**config.mk**
```make
export PLATFORM = sky130hd
export DESIGN_NAME = postfix_expression_evaluator_flat
export DESIGN_NICKNAME = d
export VERILOG_FILES = /design/src/pee_pkg.sv /design/src/pee_if.sv /design/src/postfix_expression_evaluator.sv /design/src/pee_ram.sv /design/src/pee_front.sv /design/src/pee_fifo.sv /design/src/pee_alu.sv /design/src/pee_back.sv /design/src/flat_wrapper.sv
export SDC_FILE = /design/constraint.sdc
export NUM_CORES = 2
export LEC_CHECK = 0
export BUFFER_PORTS_ARGS = -buffer_cell sky130_fd_sc_hd__buf_4
export CAP_MARGIN = 20
export CORE_MARGIN = 5
export CORE_UTILIZATION = 30
export CTS_BUF_LIST = sky130_fd_sc_hd__clkbuf_8
export DETAILED_ROUTE_END_ITERATION = 10
export HOLD_SLACK_MARGIN = 0.06
export SLEW_MARGIN = 10
export SYNTH_ARGS = -nofsm -noshare
export SYNTH_HDL_FRONTEND = slang
export SYNTH_SLANG_ARGS = --single-unit
```
**constraint.sdc**
```tcl
create_clock -name clk -period 30.9 [get_ports clk]
set_input_delay 7.725 -clock clk [delete_from_list [all_inputs] [get_ports clk]]
set_output_delay 7.725 -clock clk [all_outputs]
set_load 0.01 [all_outputs]
```
**src/pee_pkg.sv**
```systemverilog
// ============================================================================
// pee_pkg - shared types and constants of the postfix expression evaluator
// Character codes, status codes, command format and state encodings.
// ============================================================================
`timescale 1ns / 1ps
`default_nettype none

package pee_pkg;

  // ASCII codes of interest
  localparam logic [7:0] CH_0      = 8'h30;
  localparam logic [7:0] CH_9      = 8'h39;
  localparam logic [7:0] CH_SPACE  = 8'h20;
  localparam logic [7:0] CH_TAB    = 8'h09;
  localparam logic [7:0] CH_NUL    = 8'h00;
  localparam logic [7:0] CH_PLUS   = 8'h2B;
  localparam logic [7:0] CH_MINUS  = 8'h2D;
  localparam logic [7:0] CH_STAR   = 8'h2A;
  localparam logic [7:0] CH_SLASH  = 8'h2F;
  localparam logic [7:0] CH_PCT    = 8'h25;
  localparam logic [7:0] CH_DOLLAR = 8'h24;

  typedef enum logic [2:0] {
    ST_OK        = 3'd0,
    ST_EMPTY     = 3'd1,
    ST_UNDERFLOW = 3'd2,
    ST_BAD_OP    = 3'd3,
    ST_DIV_ZERO  = 3'd4,
    ST_OVERFLOW  = 3'd5
  } status_t;

  // one queue entry: optional push, optional operator, end marker
  typedef struct packed {
    logic       push;
    logic       op;
    logic [7:0] op_char;
    logic       last;
  } cmd_t;

  typedef enum logic [1:0] {
    ALU_MUL,
    ALU_DIV,
    ALU_REM,
    ALU_POW
  } alu_op_t;

  typedef struct packed {
    logic    start;
    alu_op_t op;
  } alu_req_t;

  typedef enum logic [2:0] {
    BK_IDLE,
    BK_DISPATCH,
    BK_READ,
    BK_ALU,
    BK_RELOAD,
    BK_END
  } back_state_t;

  typedef enum logic [2:0] {
    AL_IDLE,
    AL_MUL,
    AL_DIV,
    AL_POW_CHK,
    AL_POW_ACC,
    AL_POW_SQ,
    AL_DONE
  } alu_state_t;

endpackage

`default_nettype wire

```
**src/pee_if.sv**
```systemverilog
// ============================================================================
// pee_if - request channels of the postfix expression evaluator
// Character channel in, result channel out; valid/ready handshake.
// ============================================================================
`timescale 1ns / 1ps
`default_nettype none

interface pee_in_if;
  logic       valid;
  logic       ready;
  logic [7:0] char_code;
  logic       expr_end;
  modport source (output valid, char_code, expr_end, input ready);
  modport sink   (input valid, char_code, expr_end, output ready);
endinterface

interface pee_out_if;
  logic               valid;
  logic               ready;
  logic signed [31:0] result_value;
  logic [2:0]         status;
  modport source (output valid, result_value, status, input ready);
  modport sink   (input valid, result_value, status, output ready);
endinterface

`default_nettype wire

```
**src/postfix_expression_evaluator.sv**
```systemverilog
// ============================================================================
// postfix_expression_evaluator - reverse Polish evaluator, one char a request
// Top level: classifier, command queue and stack machine.
// ============================================================================
// Characters arrive one per request on in_chan; expr_end marks the last one.
// Digit runs build a number (wrapping at VALUE_WIDTH bits) that is pushed at
// the next non-digit or at the end; space, tab and NUL are skipped; + - * / %
// and $ (integer power) pop two values and push the result. At the end one
// request on out_chan carries the top of stack, sign-extended or cut to 32
// bits, with status 0, or value 0 with status 1 (empty stack), 2 (underflow),
// 3 (bad operator), 4 (divide by zero) or 5 (overflow; the push is dropped).
// The first error of an expression is kept. The classifier takes a character
// each cycle while its two-entry queue has room; the stack machine then
// fetches each command and does its push and its operator in turn: + and -
// in the stack machine itself, * / % and $ in the serial arithmetic unit,
// whose shift-add multiplier stops when the multiplier runs out of ones and
// whose power takes one squaring per exponent bit and one multiply per set
// bit. An expression ends once the result register is free. The stack lives
// in a RAM of STACK_DEPTH words with the top held in a register; no clearing
// pass.
// ============================================================================
`timescale 1ns / 1ps
`default_nettype none

module postfix_expression_evaluator #(
  parameter int STACK_DEPTH = 64,
  parameter int VALUE_WIDTH = 32
) (
  input wire logic clk,
  input wire logic rst_n,
  pee_in_if.sink   in_chan,
  pee_out_if.source out_chan
);
  import pee_pkg::*;

  localparam int QW = $bits(cmd_t) + VALUE_WIDTH;

  // front to queue
  logic                   fq_wr;
  cmd_t                   fq_cmd;
  logic [VALUE_WIDTH-1:0] fq_value;
  logic                   q_full;
  // queue to back
  logic                   q_rd;
  logic                   q_empty;
  logic [QW-1:0]          q_data;
  cmd_t                   bq_cmd;
  logic [VALUE_WIDTH-1:0] bq_value;

  assign bq_cmd   = q_data[QW-1 -: $bits(cmd_t)];
  assign bq_value = q_data[VALUE_WIDTH-1:0];

  pee_front #(.VALUE_WIDTH(VALUE_WIDTH)) u_front (
    .clk       (clk),
    .rst_n     (rst_n),
    .in_valid  (in_chan.valid),
    .in_ready  (in_chan.ready),
    .char_code (in_chan.char_code),
    .expr_end  (in_chan.expr_end),
    .q_full    (q_full),
    .q_wr      (fq_wr),
    .q_cmd     (fq_cmd),
    .q_value   (fq_value)
  );

  // one entry per character that needs stack work
  pee_fifo #(.DATA_W(QW)) u_queue (
    .clk     (clk),
    .rst_n   (rst_n),
    .wr_en   (fq_wr),
    .wr_data ({fq_cmd, fq_value}),
    .full    (q_full),
    .rd_en   (q_rd),
    .rd_data (q_data),
    .empty   (q_empty)
  );

  pee_back #(.STACK_DEPTH(STACK_DEPTH), .VALUE_WIDTH(VALUE_WIDTH)) u_back (
    .clk        (clk),
    .rst_n      (rst_n),
    .q_empty    (q_empty),
    .q_cmd      (bq_cmd),
    .q_value    (bq_value),
    .q_rd       (q_rd),
    .out_valid  (out_chan.valid),
    .out_ready  (out_chan.ready),
    .out_value  (out_chan.result_value),
    .out_status (out_chan.status)
  );

endmodule

`default_nettype wire

```
**src/pee_ram.sv**
```systemverilog
// ============================================================================
// pee_ram - generic single write, single read RAM
// One write port, one read port with registered read data.
// ============================================================================
`timescale 1ns / 1ps
`default_nettype none

module pee_ram #(
  parameter int WIDTH = 32,
  parameter int DEPTH = 64
) (
  input  wire logic                     clk,
  input  wire logic                     we,
  input  wire logic [$clog2(DEPTH)-1:0] waddr,
  input  wire logic [WIDTH-1:0]         wdata,
  input  wire logic [$clog2(DEPTH)-1:0] raddr,
  output logic      [WIDTH-1:0]         rdata
);

  logic [WIDTH-1:0] mem [DEPTH];

  always_ff @(posedge clk) begin
    if (we) begin
      mem[waddr] <= wdata;
    end
    rdata <= mem[raddr];
  end

endmodule

`default_nettype wire

```
**src/pee_front.sv**
```systemverilog
// ============================================================================
// pee_front - character classifier
// Builds numbers from digit runs and queues push/operator/end commands.
// ============================================================================
`timescale 1ns / 1ps
`default_nettype none

module pee_front #(
  parameter int VALUE_WIDTH = 32
) (
  input  wire logic                   clk,
  input  wire logic                   rst_n,
  input  wire logic                   in_valid,
  output logic                        in_ready,
  input  wire logic [7:0]             char_code,
  input  wire logic                   expr_end,
  input  wire logic                   q_full,
  output logic                        q_wr,
  output pee_pkg::cmd_t               q_cmd,
  output logic [VALUE_WIDTH-1:0]      q_value
);
  import pee_pkg::*;

  logic [VALUE_WIDTH-1:0] accum_r;
  logic                   in_num_r;
  logic                   accept;
  logic                   digit;
  logic                   skip;
  logic [VALUE_WIDTH-1:0] accum_new;

  assign in_ready  = !q_full;
  assign accept    = in_valid && in_ready;
  assign digit     = (char_code >= CH_0) && (char_code <= CH_9);
  assign skip      = (char_code == CH_SPACE) || (char_code == CH_TAB) ||
                     (char_code == CH_NUL);
  // x*10 as two shifts; low nibble of '0'..'9' is the digit
  assign accum_new = (accum_r << 3) + (accum_r << 1) + VALUE_WIDTH'(char_code[3:0]);

  always_comb begin
    q_cmd.op_char = char_code;
    q_cmd.last    = expr_end;
    if (digit) begin
      q_cmd.push = expr_end;
      q_cmd.op   = 1'b0;
      q_value    = accum_new;
    end else begin
      q_cmd.push = in_num_r;
      q_cmd.op   = !skip;
      q_value    = accum_r;
    end
    q_wr = accept && (q_cmd.push || q_cmd.op || q_cmd.last);
  end

  always_ff @(posedge clk) begin
    if (!rst_n) begin
      accum_r  <= '0;
      in_num_r <= 1'b0;
    end else if (accept) begin
      if (digit && !expr_end) begin
        accum_r  <= accum_new;
        in_num_r <= 1'b1;
      end else begin
        accum_r  <= '0;
        in_num_r <= 1'b0;
      end
    end
  end

endmodule

`default_nettype wire

```
**src/pee_fifo.sv**
```systemverilog
// ============================================================================
// pee_fifo - two-entry command queue
// Decouples the classifier from the stack machine.
// ============================================================================
`timescale 1ns / 1ps
`default_nettype none

module pee_fifo #(
  parameter int DATA_W = 43
) (
  input  wire logic              clk,
  input  wire logic              rst_n,
  input  wire logic              wr_en,
  input  wire logic [DATA_W-1:0] wr_data,
  output logic                   full,
  input  wire logic              rd_en,
  output logic      [DATA_W-1:0] rd_data,
  output logic                   empty
);

  localparam int Depth = 2;
  localparam int PtrW  = $clog2(Depth);
  localparam int CntW  = $clog2(Depth + 1);

  logic [DATA_W-1:0] mem_r [Depth];
  logic [PtrW-1:0]   wptr_r;
  logic [PtrW-1:0]   rptr_r;
  logic [CntW-1:0]   cnt_r;
  logic              do_wr;
  logic              do_rd;

  assign full    = (cnt_r == CntW'(Depth));
  assign empty   = (cnt_r == '0);
  assign do_wr   = wr_en && !full;
  assign do_rd   = rd_en && !empty;
  assign rd_data = mem_r[rptr_r];

  always_ff @(posedge clk) begin
    if (do_wr) begin
      mem_r[wptr_r] <= wr_data;
    end
  end

  always_ff @(posedge clk) begin
    if (!rst_n) begin
      wptr_r <= '0;
      rptr_r <= '0;
      cnt_r  <= '0;
    end else begin
      if (do_wr) wptr_r <= wptr_r + PtrW'(1);
      if (do_rd) rptr_r <= rptr_r + PtrW'(1);
      case ({do_wr, do_rd})
        2'b10:   cnt_r <= cnt_r + CntW'(1);
        2'b01:   cnt_r <= cnt_r - CntW'(1);
        default: cnt_r <= cnt_r;
      endcase
    end
  end

endmodule

`default_nettype wire

```
**src/pee_alu.sv**
```systemverilog
// ============================================================================
// pee_alu - iterative multiply, divide, remainder and power unit
// Shift-add multiplier, restoring divider, square-and-multiply power.
// ============================================================================
`timescale 1ns / 1ps
`default_nettype none

module pee_alu #(
  parameter int VALUE_WIDTH = 32
) (
  input  wire logic                   clk,
  input  wire logic                   rst_n,
  input  wire pee_pkg::alu_req_t      req,
  input  wire logic [VALUE_WIDTH-1:0] lhs,
  input  wire logic [VALUE_WIDTH-1:0] rhs,
  output logic                        done,
  output logic [VALUE_WIDTH-1:0]      result
);
  import pee_pkg::*;

  localparam int W  = VALUE_WIDTH;
  localparam int DW = $clog2(W + 1);

  alu_state_t      state_r, state_nxt;
  alu_op_t         op_r;
  logic [W-1:0]    mcand_r, mplier_r, prod_r;
  logic [W-1:0]    base_r, ex_r, acc_r;
  logic [W-1:0]    quo_r, rem_r, dsr_r;
  logic [DW-1:0]   dcnt_r;
  logic            neg_r;
  logic [W-1:0]    res_r;
  logic            mul_busy;
  logic [W-1:0]    prod_step;
  logic [W:0]      dtrial;
  logic            dge;
  logic [W-1:0]    dmag;

  assign mul_busy  = (mplier_r != '0);
  assign prod_step = prod_r + (mplier_r[0] ? mcand_r : '0);
  assign dtrial    = {rem_r, quo_r[W-1]};
  assign dge       = (dtrial >= {1'b0, dsr_r});
  assign dmag      = (op_r == ALU_DIV) ? quo_r : rem_r;
  assign done      = (state_r == AL_DONE);
  assign result    = res_r;

  always_comb begin
    state_nxt = state_r;
    unique case (state_r)
      AL_IDLE: begin
        if (req.start) begin
          unique case (req.op)
            ALU_MUL:          state_nxt = AL_MUL;
            ALU_DIV, ALU_REM: state_nxt = AL_DIV;
            ALU_POW:          state_nxt = rhs[W-1] ? AL_DONE : AL_POW_CHK;
            default:          state_nxt = AL_IDLE;
          endcase
        end
      end
      AL_MUL:     if (!mul_busy) state_nxt = AL_DONE;
      AL_DIV:     if (dcnt_r == '0) state_nxt = AL_DONE;
      AL_POW_CHK: begin
        if (ex_r == '0)   state_nxt = AL_DONE;
        else if (ex_r[0]) state_nxt = AL_POW_ACC;
        else              state_nxt = AL_POW_SQ;
      end
      AL_POW_ACC: if (!mul_busy) state_nxt = AL_POW_SQ;
      AL_POW_SQ:  if (!mul_busy) state_nxt = AL_POW_CHK;
      AL_DONE:    state_nxt = AL_IDLE;
      default:    state_nxt = AL_IDLE;
    endcase
  end

  always_ff @(posedge clk) begin
    if (!rst_n) begin
      state_r <= AL_IDLE;
    end else begin
      state_r <= state_nxt;
    end
  end

  always_ff @(posedge clk) begin
    case (state_r)
      AL_IDLE: begin
        op_r <= req.op;
        if (req.start) begin
          case (req.op)
            ALU_MUL: begin
              mcand_r  <= lhs;
              mplier_r <= rhs;
              prod_r   <= '0;
            end
            ALU_POW: begin
              base_r <= lhs;
              ex_r   <= rhs;
              acc_r  <= W'(1);
              // negative exponent: only bases of one and minus one survive
              if (lhs == W'(1))    res_r <= W'(1);
              else if (&lhs)       res_r <= rhs[0] ? '1 : W'(1);
              else                 res_r <= '0;
            end
            default: begin
              quo_r  <= lhs[W-1] ? -lhs : lhs;
              dsr_r  <= rhs[W-1] ? -rhs : rhs;
              rem_r  <= '0;
              dcnt_r <= DW'(W);
              neg_r  <= (req.op == ALU_DIV) ? (lhs[W-1] ^ rhs[W-1]) : lhs[W-1];
            end
          endcase
        end
      end
      AL_MUL, AL_POW_ACC, AL_POW_SQ: begin
        if (mul_busy) begin
          prod_r   <= prod_step;
          mcand_r  <= mcand_r << 1;
          mplier_r <= mplier_r >> 1;
        end else if (state_r == AL_MUL) begin
          res_r <= prod_r;
        end else if (state_r == AL_POW_ACC) begin
          acc_r    <= prod_r;
          mcand_r  <= base_r;
          mplier_r <= base_r;
          prod_r   <= '0;
        end else begin
          base_r <= prod_r;
          ex_r   <= ex_r >> 1;
        end
      end
      AL_POW_CHK: begin
        if (ex_r == '0) begin
          res_r <= acc_r;
        end else begin
          mcand_r  <= ex_r[0] ? acc_r : base_r;
          mplier_r <= base_r;
          prod_r   <= '0;
        end
      end
      AL_DIV: begin
        if (dcnt_r != '0) begin
          rem_r  <= dge ? W'(dtrial - {1'b0, dsr_r}) : dtrial[W-1:0];
          quo_r  <= {quo_r[W-2:0], dge};
          dcnt_r <= dcnt_r - DW'(1);
        end else begin
          res_r <= neg_r ? -dmag : dmag;
        end
      end
      default: begin
      end
    endcase
  end

endmodule

`default_nettype wire

```
**src/pee_back.sv**
```systemverilog
// ============================================================================
// pee_back - stack machine
// Executes queued commands against the value stack and forms the result.
// ============================================================================
`timescale 1ns / 1ps
`default_nettype none

module pee_back #(
  parameter int STACK_DEPTH = 64,
  parameter int VALUE_WIDTH = 32
) (
  input  wire logic                   clk,
  input  wire logic                   rst_n,
  input  wire logic                   q_empty,
  input  wire pee_pkg::cmd_t          q_cmd,
  input  wire logic [VALUE_WIDTH-1:0] q_value,
  output logic                        q_rd,
  output logic                        out_valid,
  input  wire logic                   out_ready,
  output logic signed [31:0]          out_value,
  output logic [2:0]                  out_status
);
  import pee_pkg::*;

  localparam int W  = VALUE_WIDTH;
  localparam int AW = $clog2(STACK_DEPTH);
  localparam int CW = $clog2(STACK_DEPTH + 1);

  back_state_t   state_r, state_nxt;
  logic          push_pend_r, op_pend_r, end_pend_r;
  logic [7:0]    op_char_r;
  logic [W-1:0]  push_val_r;
  logic [CW-1:0] cnt_r;
  logic [W-1:0]  top_r;
  status_t       err_r;
  logic          out_valid_r;
  logic [31:0]   out_value_r;
  status_t       out_status_r;

  logic          ram_we;
  logic [AW-1:0] ram_waddr, ram_raddr;
  logic [W-1:0]  ram_rdata;
  alu_req_t      alu_req;
  logic          alu_done;
  logic [W-1:0]  alu_res;
  logic          stk_full, short_stk, div_op, div_zero, simple_op, alu_op, need_reload;
  logic          out_free;
  logic [W-1:0]  simple_res;

  function automatic status_t sticky(status_t cur, status_t code);
    return (cur == ST_OK) ? code : cur;
  endfunction

  assign stk_full    = (cnt_r == CW'(STACK_DEPTH));
  assign short_stk   = (cnt_r < CW'(2));
  assign div_op      = (op_char_r == CH_SLASH) || (op_char_r == CH_PCT);
  assign div_zero    = div_op && (top_r == '0);
  assign simple_op   = (op_char_r == CH_PLUS) || (op_char_r == CH_MINUS);
  assign alu_op      = (op_char_r == CH_STAR) || (op_char_r == CH_DOLLAR) ||
                       (div_op && !div_zero);
  assign need_reload = (cnt_r > CW'(2));
  assign simple_res  = (op_char_r == CH_PLUS) ? ram_rdata + top_r : ram_rdata - top_r;
  assign out_free    = !out_valid_r || out_ready;

  assign out_valid  = out_valid_r;
  assign out_value  = out_value_r;
  assign out_status = out_status_r;

  pee_ram #(.WIDTH(W), .DEPTH(STACK_DEPTH)) u_stack (
    .clk   (clk),
    .we    (ram_we),
    .waddr (ram_waddr),
    .wdata (top_r),
    .raddr (ram_raddr),
    .rdata (ram_rdata)
  );

  pee_alu #(.VALUE_WIDTH(W)) u_alu (
    .clk    (clk),
    .rst_n  (rst_n),
    .req    (alu_req),
    .lhs    (ram_rdata),
    .rhs    (top_r),
    .done   (alu_done),
    .result (alu_res)
  );

  // next state
  always_comb begin
    state_nxt = state_r;
    unique case (state_r)
      BK_IDLE:     if (!q_empty) state_nxt = BK_DISPATCH;
      BK_DISPATCH: begin
        if (push_pend_r)     state_nxt = BK_DISPATCH;
        else if (op_pend_r)  state_nxt = short_stk ? BK_DISPATCH : BK_READ;
        else if (end_pend_r) state_nxt = BK_END;
        else                 state_nxt = BK_IDLE;
      end
      BK_READ: begin
        if (simple_op)        state_nxt = BK_DISPATCH;
        else if (alu_op)      state_nxt = BK_ALU;
        else if (need_reload) state_nxt = BK_RELOAD;
        else                  state_nxt = BK_DISPATCH;
      end
      BK_ALU:    if (alu_done) state_nxt = BK_DISPATCH;
      BK_RELOAD: state_nxt = BK_DISPATCH;
      BK_END:    if (out_free) state_nxt = BK_IDLE;
      default:   state_nxt = BK_IDLE;
    endcase
  end

  // outputs
  always_comb begin
    q_rd      = (state_r == BK_IDLE) && !q_empty;
    ram_we    = (state_r == BK_DISPATCH) && push_pend_r && (cnt_r != '0) && !stk_full;
    ram_waddr = AW'(cnt_r - CW'(1));
    ram_raddr = (state_r == BK_DISPATCH) ? AW'(cnt_r - CW'(2)) : AW'(cnt_r - CW'(3));
    alu_req.start = (state_r == BK_READ) && alu_op;
    unique case (op_char_r)
      CH_STAR:  alu_req.op = ALU_MUL;
      CH_SLASH: alu_req.op = ALU_DIV;
      CH_PCT:   alu_req.op = ALU_REM;
      default:  alu_req.op = ALU_POW;
    endcase
  end

  always_ff @(posedge clk) begin
    if (!rst_n) begin
      state_r     <= BK_IDLE;
      push_pend_r <= 1'b0;
      op_pend_r   <= 1'b0;
      end_pend_r  <= 1'b0;
      cnt_r       <= '0;
      err_r       <= ST_OK;
      out_valid_r <= 1'b0;
    end else begin
      state_r <= state_nxt;
      // the end state reloads the result register itself
      if (out_valid_r && out_ready && state_r != BK_END) out_valid_r <= 1'b0;
      case (state_r)
        BK_IDLE: begin
          if (!q_empty) begin
            push_pend_r <= q_cmd.push;
            op_pend_r   <= q_cmd.op;
            end_pend_r  <= q_cmd.last;
            op_char_r   <= q_cmd.op_char;
            push_val_r  <= q_value;
          end
        end
        BK_DISPATCH: begin
          if (push_pend_r) begin
            push_pend_r <= 1'b0;
            if (stk_full) begin
              err_r <= sticky(err_r, ST_OVERFLOW);
            end else begin
              top_r <= push_val_r;
              cnt_r <= cnt_r + CW'(1);
            end
          end else if (op_pend_r) begin
            op_pend_r <= 1'b0;
            if (short_stk) err_r <= sticky(err_r, ST_UNDERFLOW);
          end
        end
        BK_READ: begin
          if (simple_op) begin
            top_r <= simple_res;
            cnt_r <= cnt_r - CW'(1);
          end else if (alu_op) begin
            cnt_r <= cnt_r - CW'(1);
          end else begin
            cnt_r <= cnt_r - CW'(2);
            err_r <= sticky(err_r, div_zero ? ST_DIV_ZERO : ST_BAD_OP);
          end
        end
        BK_ALU: begin
          if (alu_done) top_r <= alu_res;
        end
        BK_RELOAD: top_r <= ram_rdata;
        BK_END: begin
          if (out_free) begin
            out_valid_r <= 1'b1;
            if (err_r != ST_OK) begin
              out_value_r  <= '0;
              out_status_r <= err_r;
            end else if (cnt_r == '0) begin
              out_value_r  <= '0;
              out_status_r <= ST_EMPTY;
            end else begin
              out_value_r  <= 32'($signed(top_r));
              out_status_r <= ST_OK;
            end
            cnt_r      <= '0;
            err_r      <= ST_OK;
            end_pend_r <= 1'b0;
          end
        end
        default: begin
        end
      endcase
    end
  end

  a_cnt_bound: assert property (@(posedge clk) disable iff (!rst_n)
    cnt_r <= CW'(STACK_DEPTH)) else $error("stack count beyond depth");
  a_read_two: assert property (@(posedge clk) disable iff (!rst_n)
    (state_r == BK_READ) |-> (cnt_r >= CW'(2))) else $error("operator with short stack");
  a_alu_owner: assert property (@(posedge clk) disable iff (!rst_n)
    alu_done |-> (state_r == BK_ALU)) else $error("arithmetic result unclaimed");
  a_end_clear: assert property (@(posedge clk) disable iff (!rst_n)
    (state_r == BK_END && out_free) |=> (cnt_r == '0 && out_valid_r))
    else $error("expression end did not clear stack");

endmodule

`default_nettype wire

```
**src/flat_wrapper.sv**
```systemverilog
// flat-port wrapper written by rule: the top's interface ports become plain ports
module postfix_expression_evaluator_flat import pee_pkg::*;
#(
  parameter int STACK_DEPTH = 64,
  parameter int VALUE_WIDTH = 32
)
  (clk, rst_n, in_chan_valid, in_chan_char_code, in_chan_expr_end, in_chan_ready, out_chan_valid, out_chan_result_value, out_chan_status, out_chan_ready);
  pee_in_if in_chan_i ();
  pee_out_if out_chan_i ();
  input wire logic clk;
  input wire logic rst_n;
  input wire logic [$bits(in_chan_i.valid)-1:0] in_chan_valid;
  input wire logic [$bits(in_chan_i.char_code)-1:0] in_chan_char_code;
  input wire logic [$bits(in_chan_i.expr_end)-1:0] in_chan_expr_end;
  output wire logic [$bits(in_chan_i.ready)-1:0] in_chan_ready;
  output wire logic [$bits(out_chan_i.valid)-1:0] out_chan_valid;
  output wire logic [$bits(out_chan_i.result_value)-1:0] out_chan_result_value;
  output wire logic [$bits(out_chan_i.status)-1:0] out_chan_status;
  input wire logic [$bits(out_chan_i.ready)-1:0] out_chan_ready;
  assign in_chan_i.valid = in_chan_valid;
  assign in_chan_i.char_code = in_chan_char_code;
  assign in_chan_i.expr_end = in_chan_expr_end;
  assign in_chan_ready = in_chan_i.ready;
  assign out_chan_valid = out_chan_i.valid;
  assign out_chan_result_value = out_chan_i.result_value;
  assign out_chan_status = out_chan_i.status;
  assign out_chan_i.ready = out_chan_ready;
  postfix_expression_evaluator #(.STACK_DEPTH(STACK_DEPTH), .VALUE_WIDTH(VALUE_WIDTH)) u_core (.clk(clk), .rst_n(rst_n), .in_chan(in_chan_i), .out_chan(out_chan_i));
endmodule
```
# [Word level (Yosys, flattened, before mapping)]
# Memory sizes are Yosys's and may differ from the RTL's. A register that Yosys moved wholly into a read port is not among the register bits.
# Cells that the tools add are included.
[word_totals] in_bits=13 out_inout_bits=37 reg_bits=493 n_memories=2 elab_cells=334 mem_bits_rw=2134
[memory_table] memory="u_core.u_back.u_stack.mem" words=64 word_bits=32 read_ports=1 rd_ports_with_merged_regs=1 write_ports=1 line_no="pee_ram.sv:20" text="logic [WIDTH-1:0] mem [DEPTH];"
[memory_table] memory="u_core.u_queue.mem_r" words=2 word_bits=43 read_ports=1 rd_ports_with_merged_regs=1 write_ports=1 line_no="pee_fifo.sv:25" text="logic [DATA_W-1:0] mem_r [Depth];"
[classes] eq_ne=62 n_addsub=18 reduce_logical=75 mux=137 n_lt_le_gt_ge=5 bitwise=3
[ops] cell="32-bit 2-to-1 mux" count=59
[ops] cell="32-bit case mux with 2 select lines" count=5
[ops] cell="32-bit case mux with 3 select lines" count=3
[ops] cell="32-bit case mux with 4 select lines" count=2
[ops] cell="32-bit adder" count=3
[ops] cell="32-bit negation" count=3
[ops] cell="3-bit 2-to-1 mux" count=27
[ops] cell="32-bit logical NOT" count=2
[ops] cell="32-bit subtractor" count=2
[ops] cell="8-bit by 6-bit equality test with 1-bit output (second input constant)" count=7
[ops] cell="2-bit != test (second input constant)" count=20
[ops] cell="3-bit case mux with 6 select lines" count=2
[ops] cell="7-bit 2-to-1 mux" count=5
[ops] cell="33-bit by 32-bit >= comparator with 1-bit output" count=1
[ops] cell="32-bit by 4-bit adder with 32-bit output" count=1
[ops] cell="32-bit by 1-bit equality test with 1-bit output (second input constant)" count=1
[ops] cell="32-bit AND reduction" count=1
[ops] cell="32-bit nonzero test" count=1
[ops] cell="31-bit 2-to-1 mux" count=1
[ops] cell="6-bit 2-to-1 mux" count=4
[ops] cell="6-bit AND reduction" count=4
[ops] cell="7-bit case mux with 3 select lines" count=1
[ops] cell="1-bit 2-to-1 mux" count=18
[ops] cell="3-bit case mux with 3 select lines" count=2
[ops] cell="other kinds (51)" count=125

# [Longest topological paths before layout]
[logic_depth] word_depth=11 depth_mapped=18

# [Cells and area by module]
# Synthesis repeated with hierarchy kept, for this count alone.
[hier_totals] cells_unflattened=7142 hier_area_um2=115600.9
[by_module_without_submodules] module="pee_ram" seq_area_each_um2=62139.6 cells_each=3511 area_each_um2=79039.6 n_inst=1
[by_module_without_submodules] module="pee_alu" seq_area_each_um2=9939.5 cells_each=2049 area_each_um2=20674.8 n_inst=1
[by_module_without_submodules] module="pee_back" seq_area_each_um2=3553.4 cells_each=947 area_each_um2=8774.7 n_inst=1
[by_module_without_submodules] module="pee_front" seq_area_each_um2=660.6 cells_each=475 area_each_um2=3783.6 n_inst=1
[by_module_without_submodules] module="pee_fifo" seq_area_each_um2=2682.6 cells_each=160 area_each_um2=3328.2 n_inst=1

# [Worst setup path before layout]
# OpenSTA, ideal clock, no wires.
[synth_timing] path_kind="input-to-reg" start="input port rst_n" end="register u_core.u_back.op_char_r[0], enable pin" t_arrival_ns=12.243 path_slack_ns=18.120 required_ns=30.363 setup_ns=0.537 path_stages=4 cell_sequence="clkbuf_1 clkinv_1 clkbuf_1 nor4_1"
[synth_via] elab_chain_cells=1
[synth_lines] item="from (decl)" line_no="flat_wrapper.sv:11" text="input wire logic rst_n;"
[synth_lines] item="3-bit AND reduction (no line)"
[synth_lines] item="to (signal assigned)" line_no="pee_back.sv:146" text="op_char_r <= q_cmd.op_char;"
[synth_lines] item="to (decl)" line_no="pee_back.sv:31" text="logic [7:0] op_char_r;"
# Every way passes these cells.
# A chain may end at the register's enable or synchronous reset.

# [Final worst setup path]
[layout_timing] start="input port in_chan_char_code[3]" end="memory u_core.u_queue.mem_r[0][31] (data pin)"
[layout_via] elab_chain_cells=3 elab_cells_between_ends=5
[layout_lines] item="from (decl)" line_no="flat_wrapper.sv:13" text="input wire logic [$bits(in_chan_i.char_code)-1:0] in_chan_char_code;"
[layout_lines] item="branches (longest 2 deep; another with 32-bit by 4-bit adder with 32-bit output)"
[layout_lines] item="32-bit 2-to-1 mux (*)" line_no="pee_front.sv:42" text="if (digit) begin"
[layout_lines] item="via u_core.fq_value[31]" line_no="postfix_expression_evaluator.sv:41" text="logic [VALUE_WIDTH-1:0] fq_value;"
[layout_lines] item="to (decl)" line_no="pee_fifo.sv:25"
# Mark *: on every way through the listed nets, which the timed path passes.

==> flow_metrics.env <==
export IMPL_grt_max_degree=132
export IMPL_wl_mm=327
export IMPL_start_util_pct=30.1
export IMPL_internal_power_mw=7.12
export IMPL_overflow=0
export IMPL_clock_path_buffers=4
export IMPL_ff2ff_setup_slack_ns=24.00
export IMPL_ys_flop_type="edfxtp_1"
export IMPL_hold_buffers=0
export IMPL_die_h_microns=629
export IMPL_period_needed_ns=10.33
export IMPL_yosysWarningCount=0
export IMPL_dr_pass1_iters=10
export IMPL_fin_crit_sh_pct=33.4
export IMPL_final_cells=12700
export IMPL_post_drt_via_cell_ratio=5.25
export IMPL_port_buffers=49
export IMPL_cts_tree="built"
export IMPL_p_sw_mw=3.93
export IMPL_routabilityCongestion=0.880
export IMPL_synth_seq_cells=2660
export IMPL_fin_util_pct=34.0
export IMPL_critical_path_slowest_cell="fa_1"
export IMPL_multiInputGateArea_sq_mm=0.0345
export IMPL_synth_cell_types=86
export IMPL_track_usage_pct=15.9
export IMPL_netlist_top_cells_area="edfxtp_1 (67%), mux4_2 (11%), nand2_1 (2.3%), ha_1 (1.9%), mux2i_1 (1.9%)"
export IMPL_areaGrowthSynthToFinish_pct=12.9
export IMPL_async_flop_share_pct=0
export IMPL_clock_latency_ns=1.03
export IMPL_cts_setup_buffers=0
export IMPL_p_clk_share_pct=24.8
export IMPL_drc=0
export IMPL_powerDensity_mw_per_mm2=85.2
export IMPL_syn_inst=7115
export IMPL_grt_pass1_wl_mm=472
export IMPL_r2r_start="u_core.u_back.state_r[0]$_SDFFE_PN0P_"
export IMPL_htree_levels=5
export IMPL_crit_path_max_incr_delay_ns=0.57
export IMPL_drive_gt1_share_pct=19.3
export IMPL_cts_made_buffers=414
export IMPL_n_fill_cell=36300
export IMPL_drt_iter0_drc=7999
export IMPL_num_io_pins=50
export IMPL_synth_avg_cell_area_sq_um=16.2
export IMPL_seqPwrFrac_pct=40.4
export IMPL_ctsResizeCount=0
export IMPL_hp_class="register to register"
export IMPL_cp_max_fo=6
export IMPL_tightest_slew_ns=1.18
export IMPL_cp_arrival_ns=11.00
export IMPL_r2r_cells=13
export IMPL_slew_violations=0
export IMPL_cts_root_buf="clkbuf_8"
export IMPL_status="complete, no violations"
export IMPL_fp_row_count=227
export IMPL_cts_sinks=2660
export IMPL_reg2reg_to="u_core.u_back.u_stack.rdata[2]$_DFF_P_"
export IMPL_maxSlewHeadroom_pct=21.2
export IMPL_ir_worst_vdd_v=0.0000758
export IMPL_syn_num_nets=7309
export IMPL_yosys_top_cells_count="edfxtp_1 (2570), nand2_1 (714), mux4_2 (540)"
export IMPL_synth_top_area_share_pct=67.1
export IMPL_critPathLaunchType="primary input"
export IMPL_hold_viol=0
export IMPL_holdPathStages=2
export IMPL_ant_nets=0
export IMPL_layout_nets=7558
export IMPL_syn_area_sq_mm=0.115
export IMPL_power_leakage_nw=43.6
export IMPL_seq_area_sq_mm=0.0790
export IMPL_design_die_area_sq_mm=0.396
export IMPL_dpl_hpwl_mm=192
export IMPL_pwr_share_comb_pct=34.9
export IMPL_dp_cells=12000
export IMPL_crit_required_ns=31.57
export IMPL_vias=66800
export IMPL_fmax_ghz=0.0968
export IMPL_hold_path_end="u_core.u_front.in_num_r$_SDFFE_PN0P_"
export IMPL_setup_tns_ns=0
export IMPL_synth_top_area_cell="edfxtp_1"
export IMPL_antenna_found_initial=16
export IMPL_rsz0062_at_grt="no"
export IMPL_worstPathCellList="buf_4 > fa_1 > ha_1 > a211oi_1 > o21a_1 > o211ai_1 > a221o_1 > a21oi_1 > o31ai_1 > a31oi_1 > xnor2_1 > o21ai_0"
export IMPL_cap_violations=0
export IMPL_setup_viol=0
export IMPL_crit_type="primary input to register"
export IMPL_swShare_pct=35.6
export IMPL_synth_edf_count=2570
export IMPL_ys_seq_area_share_pct=68.7
export IMPL_hp_start="u_core.u_front.in_num_r$_SDFFE_PN0P_"
export IMPL_skew_ns=0.139
export IMPL_yosysMostFrequentCell="edfxtp_1"
export IMPL_cts_reportedPaths_clkPinSlew_ns=0.06
export IMPL_grt_pass1_vias=67300
export IMPL_coreArea_sq_mm=0.382
export IMPL_die_w_microns=629
export IMPL_crit_path_end_kind="register"
export IMPL_wl_per_cell_microns=25.7
-- cell families (layout without fill, tap and decap cells) --
family,Yosys count,count (layout),share of synthesized area (%)
other,0,9,0
adders and majority gates,181,181,2.00
DFF,2660,2660,68.7
buffers and inverters,539,1107,1.93
and+or+nand+nor,1637,1637,6.61
muxes,831,831,13.2
AOI/OAI and AO/OA,1022,1022,5.71
xor gates and xnor gates,245,245,1.87
-- registers in the layout, indices dropped and copies added, names as in the netlist, 32 cells and up, named ones only --
signal and count:
u_core.u_back.u_alu.prod_r 32, u_core.u_back.u_stack.mem 2048, u_core.u_back.u_alu.mcand_r 32, u_core.u_back.u_stack.rdata 32, u_core.u_back.u_alu.quo_r 32, u_core.u_front.accum_r 32, u_core.u_back.u_alu.ex_r 32, u_core.u_back.push_val_r 32
u_core.u_back.top_r 32, u_core.u_back.u_alu.acc_r 32, u_core.u_back.u_alu.mplier_r 32, u_core.u_back.out_value 32, u_core.u_back.u_alu.base_r 32, u_core.u_back.u_alu.rem_r 32, u_core.u_queue.mem_r 86, u_core.u_back.u_alu.result 32
u_core.u_back.u_alu.dsr_r 32
-- through the flow --
stage | hold WS, ns | power, mW | area, sq um | setup WS, ns
after floorplan | 0.437 | 7.04 | 115000 | 18.12
after global placement | 0.455 | 8.31 | 122000 | 19.65
after detailed placement | 0.474 | 8.36 | 122000 | 19.65
after CTS | 0.483 | 11.1 | 130000 | 20.71
after global routing | 0.517 | 11.6 | 130000 | 20.39
final | 0.484 | 11.1 | 130000 | 20.57
-- power groups by stage --
stage / Combinational, mW / Clock (mW) / Sequential [mW]
floorplan: 2.57 / 0 / 4.46
global placement: 3.78 / 0 / 4.53
detailed placement: 3.83 / 0 / 4.53
CTS: 3.84 / 2.80 / 4.46
global route: 4.12 / 2.97 / 4.47
finish: 3.85 / 2.74 / 4.46
-- routing by layer --
metal	GRT usage, %	up-vias	share of wire, %
met5	0	-	0
met2	25.9	3040	47
met3	2.94	557	8.6
met4	5.50	0	3.7
li1	-	28500	-
met1	21.5	34700	41
-- worst max-delay path: cells and delay by family --
kind	cells	cell delay [ns]
fa+ha+maj	2	0.82
compound gates	8	2.15
buf+inv	1	0.14
xor+xnor	1	0.15
-- worst max-delay path by stage --
stage	cells past startpoint	slack [ns]	to	startpoint
after global routing	12	20.39	u_core.u_front.accum_r[31]$_SDFFE_PN0P_	in_chan_char_code[3]
final	12	20.57	u_core.u_queue.mem_r[0][31]$_DFFE_PP_	in_chan_char_code[3]
after global placement	12	19.65	u_core.u_queue.mem_r[0][31]$_DFFE_PP_	in_chan_char_code[3]
after CTS	12	20.71	u_core.u_queue.mem_r[0][31]$_DFFE_PP_	in_chan_char_code[3]
after detailed placement	12	19.65	u_core.u_queue.mem_r[0][31]$_DFFE_PP_	in_chan_char_code[3]
after floorplan	4	18.12	u_core.u_back.op_char_r[0]$_DFFE_PP_	rst_n
-- cells in the final DEF (no fill, tap or decap), drive strengths merged, types with 31 or more instances in the layout --
cell type / n
a21o: 87
a21oi: 336
a222oi: 31
and2: 100
and3: 147
buf: 240
clkbuf: 427
clkinv: 152
dfxtp: 90
edfxtp: 2570
ha: 176
inv: 276
mux2: 71
mux2i: 220
mux4: 540
nand2: 716
nand2b: 34
nand3: 90
nand4: 33
nor2: 308
nor3: 60
o211ai: 36
o21ai: 210
o221ai: 35
o31ai: 34
or3: 47
xnor2: 136
xor2: 109
-- final cells by class --
cell class	instances	share of cell area (%)
Antenna cell	9	0.0174
Clock buffer	427	4.53
Clock inverter	308	1.24
Inverter	132	0.382
Multi-Input combinational cell	3916	26.6
Sequential cell	2660	60.9
Tap cell	5038	4.86
Timing Repair Buffer	240	1.53
No activity file was read; power rests on OpenSTA's default activity.
